`config.mk`:
```
export PLATFORM = sky130hd
export DESIGN_NAME = dcmd_predict
export DESIGN_NICKNAME = d
export VERILOG_FILES = /design/src/hdl/dcmd_pkg.sv /design/src/hdl/dcmd_predict.sv
export SDC_FILE = /design/constraint.sdc
export NUM_CORES = 1
export LEC_CHECK = 0
export BUFFER_PORTS_ARGS = -buffer_cell sky130_fd_sc_hd__buf_2
export CELL_PAD_IN_SITES_DETAIL_PLACEMENT = 1
export CELL_PAD_IN_SITES_GLOBAL_PLACEMENT = 1
export CORE_MARGIN = 2
export CORE_UTILIZATION = 35
export DETAILED_ROUTE_END_ITERATION = 8
export GPL_TIMING_DRIVEN = 0
export PLACE_DENSITY = 0.73
export SLEW_MARGIN = 20
export SYNTH_ARGS = -nofsm -noshare
export SYNTH_HDL_FRONTEND = slang
export SYNTH_SLANG_ARGS = --single-unit
export TNS_END_PERCENT = 100
```
`constraint.sdc`:
```
create_clock -name vclk -period 18.5
set_input_delay 2.775 -clock vclk [all_inputs]
set_output_delay 2.775 -clock vclk [all_outputs]
set_load 0.01 [all_outputs]
```
`src/hdl/dcmd_pkg.sv`:
```
// shared types and constants of the dc median dpcm block
package dcmd_pkg;

  // prediction of the first block of a picture
  localparam int FirstPred = 1024;

  // configuration register indexes
  localparam logic [1:0] RegBypass    = 2'd0;
  localparam logic [1:0] RegDirection = 2'd1;
  localparam logic [1:0] RegRowBlocks = 2'd2;

  localparam int CfgIdxBits  = 2;
  localparam int CfgDataBits = 9;

  // position of one block within the picture, worked out at accept
  typedef struct packed {
    logic first;      // first block of a picture
    logic first_row;  // block lies in the top row
    logic col_zero;   // block starts a row
    logic row_end;    // block ends a row
  } dcmd_pos_t;

endpackage

```
`src/hdl/dcmd_predict.sv`:
```
// median prediction, residual and reconstruction for one block
module dcmd_predict
  import dcmd_pkg::*;
#(
  parameter int DcBits = 12
) (
  input  dcmd_pos_t                 pos_i,
  input  logic                      bypass_i,
  input  logic                      direction_i,
  input  logic signed [DcBits:0]    sample_i,
  input  logic signed [DcBits-1:0]  up_i,
  input  logic signed [DcBits-1:0]  upr_i,
  input  logic signed [DcBits-1:0]  left_i,
  input  logic signed [DcBits-1:0]  disp_i,
  output logic signed [DcBits:0]    res_o,
  output logic signed [DcBits-1:0]  pred_o,
  output logic signed [DcBits-1:0]  dc_o
);

  localparam logic signed [DcBits-1:0] DcMax = {1'b0, {(DcBits-1){1'b1}}};
  localparam logic signed [DcBits-1:0] DcMin = {1'b1, {(DcBits-1){1'b0}}};

  function automatic logic signed [DcBits-1:0] sat_dc(input logic signed [DcBits+1:0] v);
    logic signed [DcBits-1:0] r;
    if (v > $signed({{2{DcMax[DcBits-1]}}, DcMax})) r = DcMax;
    else if (v < $signed({{2{DcMin[DcBits-1]}}, DcMin})) r = DcMin;
    else r = v[DcBits-1:0];
    return r;
  endfunction

  logic signed [DcBits-1:0] lf, ur, lo, hi, mid, med, pred;
  logic signed [DcBits+1:0] x_ext, sum;
  logic signed [DcBits-1:0] dc;

  always_comb begin
    lf = pos_i.col_zero ? up_i : left_i;
    if (pos_i.row_end) ur = pos_i.col_zero ? up_i : disp_i;
    else ur = upr_i;

    // median of three
    lo  = (lf < up_i) ? lf : up_i;
    hi  = (lf < up_i) ? up_i : lf;
    mid = (hi < ur) ? hi : ur;
    med = (lo > mid) ? lo : mid;

    if (pos_i.first) pred = DcBits'(FirstPred);
    else if (pos_i.first_row) pred = left_i;
    else pred = med;

    x_ext = {sample_i[DcBits], sample_i};
    sum   = x_ext + {{2{pred[DcBits-1]}}, pred};
    dc    = direction_i ? sat_dc(sum) : sat_dc(x_ext);

    if (bypass_i) begin
      res_o  = sample_i;
      pred_o = '0;
    end else if (direction_i) begin
      res_o  = {dc[DcBits-1], dc};
      pred_o = pred;
    end else begin
      res_o  = {dc[DcBits-1], dc} - {pred[DcBits-1], pred};
      pred_o = pred;
    end
    dc_o = dc;
  end

endmodule

```
* Word-level counts from Yosys, hierarchy flattened
Index checks and enable logic that the tools add are counted.
Storage, ports and cells: register bits after elaboration 0, latch bits 0, memory bits (writable) 0, bits in read-only memories 0, output and inout bits 37, logic and storage cells 26, memories 0
Operators by class: add/sub/neg operators 2, $mul 0, divide/modulo/power cells 0, magnitude comparators 7, equal/unequal tests 0, shifts and indexed selects 0, muxes and demuxes 17, bitwise operators 0, reduce and logical (&&, ||, !) cells 0
Operators with widths (number):
- 2-to-1 mux 12 bit | 15
- 2-to-1 mux 13 bit | 2
- < comparator 12 bit | 2
- adder 13 x 12 -> 14 bit | 1
- > comparator 14 x 12 -> 1 bit (second input constant) | 1
- < comparator 14 x 12 -> 1 bit (second input constant) | 1
- > comparator 13 x 12 -> 1 bit (second input constant) | 1
- < comparator 13 x 12 -> 1 bit (second input constant) | 1
- subtractor 12 x 12 -> 13 bit | 1
- > comparator 12 bit | 1

* Logic depth before layout (Yosys ltp)
depth after elaboration 17, gate-level depth with buffers 58, mapped depth without buffers 51

* Worst setup path after synthesis
Ideal clock, no wire load.
kind input to output, start point in pos_i[1] (netlist bit), end point out res_o[10], data arrival time 14233 ps, data required time 15725 ps, path slack 1492 ps, stages on the path 50, path buffers 7, path through clkbuf_1 > buf_2 > buf_1 > mux2_2 > ha_1 > and4_1 > a41oi_1 > a21o_1 > nand2_1 > clkbuf_1 > nor2_1 > a21oi_1 > inv_1 > ha_1 > a21o_1 > a21o_1 > a31oi_1 > o21ai_0 > [14 not listed] > a2111oi_1 > nand3_1 > or4b_4 > o21ai_4 > nor2b_2 > o21ai_4 > nand2_1 > a21o_1 > o21a_1 > ha_1 > inv_1 > o41ai_2 > nor4_2 > o31ai_2 > a31oi_2 > o221ai_1 > a31oi_1 > nor4_2
On the way: cells in the longest elaborated chain, start to end 17
Ends and longest elaborated chain:
- start: declaration | line dcmd_predict.sv:7 | input dcmd_pos_t pos_i,
- 2-to-1 mux 12 bit | line dcmd_predict.sv:36 | lf = pos_i.col_zero ? up_i : left_i;
- < comparator 12 bit | line dcmd_predict.sv:41, dcmd_predict.sv:42
- 2-to-1 mux 12 bit | line dcmd_predict.sv:42 | hi = (lf < up_i) ? up_i : lf;
- < comparator 12 bit | line dcmd_predict.sv:43 | mid = (hi < ur) ? hi : ur;
- 2-to-1 mux 12 bit | line dcmd_predict.sv:43
- > comparator 12 bit | line dcmd_predict.sv:44 | med = (lo > mid) ? lo : mid;
- 2-to-1 mux 12 bit * | line dcmd_predict.sv:44
- 2-to-1 mux 12 bit * | line dcmd_predict.sv:47 | else if (pos_i.first_row) pred = left_i;
- [2 not listed]
- < comparator 14 x 12 -> 1 bit | line dcmd_predict.sv:26 | else if (v < $signed({{2{DcMin[DcBits-1]}}, DcMin})) r = DcMin;
- 2-to-1 mux 12 bit | line dcmd_predict.sv:26
- 2-to-1 mux 12 bit * | line dcmd_predict.sv:25 | if (v > $signed({{2{DcMax[DcBits-1]}}, DcMax})) r = DcMax;
- 2-to-1 mux 12 bit * | line dcmd_predict.sv:52 | dc = direction_i ? sat_dc(sum) : sat_dc(x_ext);
- via dc_o[2] | line dcmd_predict.sv:17 | output logic signed [DcBits-1:0] dc_o
- subtractor 12 x 12 -> 13 bit * | line dcmd_predict.sv:61 | res_o = {dc[DcBits-1], dc} - {pred[DcBits-1], pred};
- 2-to-1 mux 13 bit * | line dcmd_predict.sv:57 | end else if (direction_i) begin
- 2-to-1 mux 13 bit * | line dcmd_predict.sv:54 | if (bypass_i) begin
- end: declaration | line dcmd_predict.sv:15 | output logic signed [DcBits:0] res_o,
Mark *: on every way through the listed nets, which the timed path passes. The rest lies on a longest branch.

* Final worst setup path
start point in pos_i[1] (netlist bit), end point out res_o[10]
On the way: cells in the longest elaborated chain, start to end 17
Ends and longest elaborated chain:
- 2-to-1 mux 12 bit | line dcmd_predict.sv:36
- < comparator 12 bit | line dcmd_predict.sv:41, dcmd_predict.sv:42
- 2-to-1 mux 12 bit | line dcmd_predict.sv:42
- < comparator 12 bit | line dcmd_predict.sv:43
- 2-to-1 mux 12 bit | line dcmd_predict.sv:43
- > comparator 12 bit | line dcmd_predict.sv:44
- 2-to-1 mux 12 bit * | line dcmd_predict.sv:44
- 2-to-1 mux 12 bit * | line dcmd_predict.sv:47
- 2-to-1 mux 12 bit * | line dcmd_predict.sv:46 | if (pos_i.first) pred = DcBits'(FirstPred);
- adder 13 x 12 -> 14 bit | line dcmd_predict.sv:51 | sum = x_ext + {{2{pred[DcBits-1]}}, pred};
- < comparator 14 x 12 -> 1 bit | line dcmd_predict.sv:26
- 2-to-1 mux 12 bit | line dcmd_predict.sv:26
- 2-to-1 mux 12 bit | line dcmd_predict.sv:25
- 2-to-1 mux 12 bit | line dcmd_predict.sv:52
- subtractor 12 x 12 -> 13 bit | line dcmd_predict.sv:61
- 2-to-1 mux 13 bit * | line dcmd_predict.sv:57
- 2-to-1 mux 13 bit * | line dcmd_predict.sv:54
Mark *: on every way between the ends. The rest lies on a longest branch, timed or not.

==> results.tsv <==
metric	value	unit
Internal	0.000209	W
Max IR drop VDD	0.0475	mV
# IOs	104	
Seq cells	0	
pre-CTS setup slack	-2.11	ns
Least-Margin Pin Slew	0.828	ns
final period utilization	96.2	%
Synth Net Count	796	
Chip Height	117	µm
die width	117	µm
CP Class	in2out	
Slowest cell on crit path	o41ai_4	
layout cells sized above 1	21.8	%
worst hold path depth	4	
vias	5773	
largest area contributor in the netlist	ha_1	
largest net degree at the start of global routing	15	
setup violators final	0	
maxcap violations	0	
top cell type's share of synthesized area	14.6	%
# rows	41	
final setup TNS	0	ns
RSZ-0062 raised after global routing	false	
initial antenna violation count	0	
Crit Path Max Fanout	14	
Pleak	2.44	nW
xor/xnor cell area share of the yosys netlist	3.92	%
clock network power share	0	%
DP Wirelength	17200	µm
Total GRT Usage	28.5	%
status	finished clean	
count of unique library cells instantiated by Yosys	93	
fin crit period	17.80	ns
DR pass1 iterations	4	
DIE AREA	0.0137	mm²
worst setup margin	0.696	ns
Fin. Hold Viols	0	
largest family of logic cells by synthesized area	compound AO/OA/AOI/OAI gates	
top area cells in the synthesized netlist	ha_1 15%, a21oi_1 7.6%, nor2_1 6.3%	
Initial Util	35.7	%
final WL	20000	µm
Vias/cell	6.04	
element type at the critical path start	primary input	
Avg Cell Area, Syn	6.60	µm²
Synth Area in Compound Gates	39.0	%
wire per inst	20.9	µm
Crit. End Element	primary output	
post-synthesis mux area share	5.91	%
arrival time worst endpoint	15.03	ns
I/O Buffers	101	
switch share	60.9	%
Critical Path Max Stage Delay	0.47	ns
Critical path buffers and inverters	10	
Seq/Total Area, Yosys	0	%
f_max	56.2	MHz
GPL Wtd Cong	0.962	
P per Cell Area	100	mW/mm²
Simple-Gate Fraction of Synth Area	28.4	%
Switch Pwr	0.000325	W
cells after synthesis	677	
first-pass GRT wire length	30600	µm
WP data required	15.73	ns
number of routed nets with antenna violations	0	
post-layout util	42.6	%
Antenna Cells	0	
hold_sp	sample_i[5]	
worst hold path type	in2out	
Final Total Pwr	0.000533	W
clkbuf count	0	
Synth Area in Adders	15.7	%
Slew Viols, Final	0	
core outline area	0.0125	mm²
Most common cell on crit path	ha_1	
Layout Nets	905	
Rel. slew slack	43.4	%
fill count	1740	
post-synthesis instance area	0.00447	mm²
DRC viols	0	
Remaining Overflow, GRT	0	
Comb power frac	100.0	%
cell family with most CP delay	compound AO/OA/AOI/OAI gates	
synth-to-layout area growth	19.3	%
Hold EP	res_o[5]	
Initial DRC Count	290	
Register Area	0	µm²
Seq pwr share	0	%
Yosys Warn Count	0	
vias in the first global route	5669	
## layer usage
layer	global-route usage, %	routed length, µm	up-vias	share of wire, %
met5	0	0	-	0
met4	7.45	612	0	3.1
met3	1.39	794	41	4.0
met2	52.6	9830	149	49
met1	36.0	8730	2837	44
li1	-	-	2746	-
## synthesized netlist by cell type (12+ instances only)
library cell	n
a21o_1	13
a21oi_1	68
a31oi_1	13
clkbuf_1	21
ha_1	52
inv_1	46
mux2i_1	14
nand2_1	65
nand2b_1	12
nand3_1	20
nor2_1	75
nor3_1	15
o21ai_0	41
xnor2_1	15
## cell type report
type	count	area (µm²)	area share, %
inverters	48	180	3.38
repair buffers	108	561	10.5
plain buffers	29	153	2.86
multi-input cells	599	4220	79.2
well taps	172	215	4.04
## tightest hold or removal path, cell delays in order
cell and delay [ns]:
buf_2 0.10, nand2_1 0.05, o31ai_1 0.06, buf_2 0.13
## layout by cell type (no fill, tap or decap), types with 4 or more instances in the layout
master,n
o31ai_1,9
mux2i_1,14
nand2b_1,11
xor2_1,5
inv_1,46
clkbuf_1,18
a211oi_1,11
or3_1,6
o21ai_0,39
xnor2_1,15
buf_2,101
ha_1,52
o21bai_1,5
nand2_1,63
nor2b_1,11
and2_1,10
o21ai_1,10
o21a_1,8
a21o_1,12
buf_4,10
and4_1,5
nor2_1,75
a31oi_1,13
and3_1,6
maj3_1,4
a21oi_1,66
mux2_2,11
nand3_1,20
o211ai_1,10
nor3_1,15
## kinds of logic after synthesis
family,count (synthesis)
xor gates and xnor gates,20
AOI/OAI and AO/OA,248
adders and majority gates,57
muxes,25
buffers and inverters,78
and+or+nand+nor,249
## worst max path at each step
stage,start,slack [ns],to,cells past startpoint
finish,pos_i[1],0.70,res_o[10],55
global route,pos_i[1],0.02,res_o[10],56
CTS,pos_i[1],0.09,res_o[10],50
detailed placement,pos_i[1],-2.11,res_o[10],49
global placement,pos_i[1],-1.81,res_o[10],49
floorplan,pos_i[1],1.49,res_o[10],50
## metrics by stage
step                instances  instance area [µm²]  hold WS, ns
finish                    956                 5330         5.88
global route              956                 5330         5.89
CTS                       950                 5250         5.88
detailed placement        950                 5190         5.88
global placement          950                 5190         5.87
floorplan                 677                 4470         5.68
## power groups by stage
stage	clock network (W)	logic, W	registers [W]
after global placement	0	0.000482	0
after floorplan	0	0.000352	0
final	0	0.000533	0
after global routing	0	0.000582	0
after detailed placement	0	0.000497	0
after CTS	0	0.000510	0
## what timing repair did
item | in CTS | in global routing
pin swaps | 1 | 4
setup endpoints to repair | 13 | 9
hold buffers | 0 | 0
resized for setup | 14 | 15
setup buffers | 1 | 6
gates cloned | 0 | 0
Note: power is estimated with default switching activity, not from simulation.
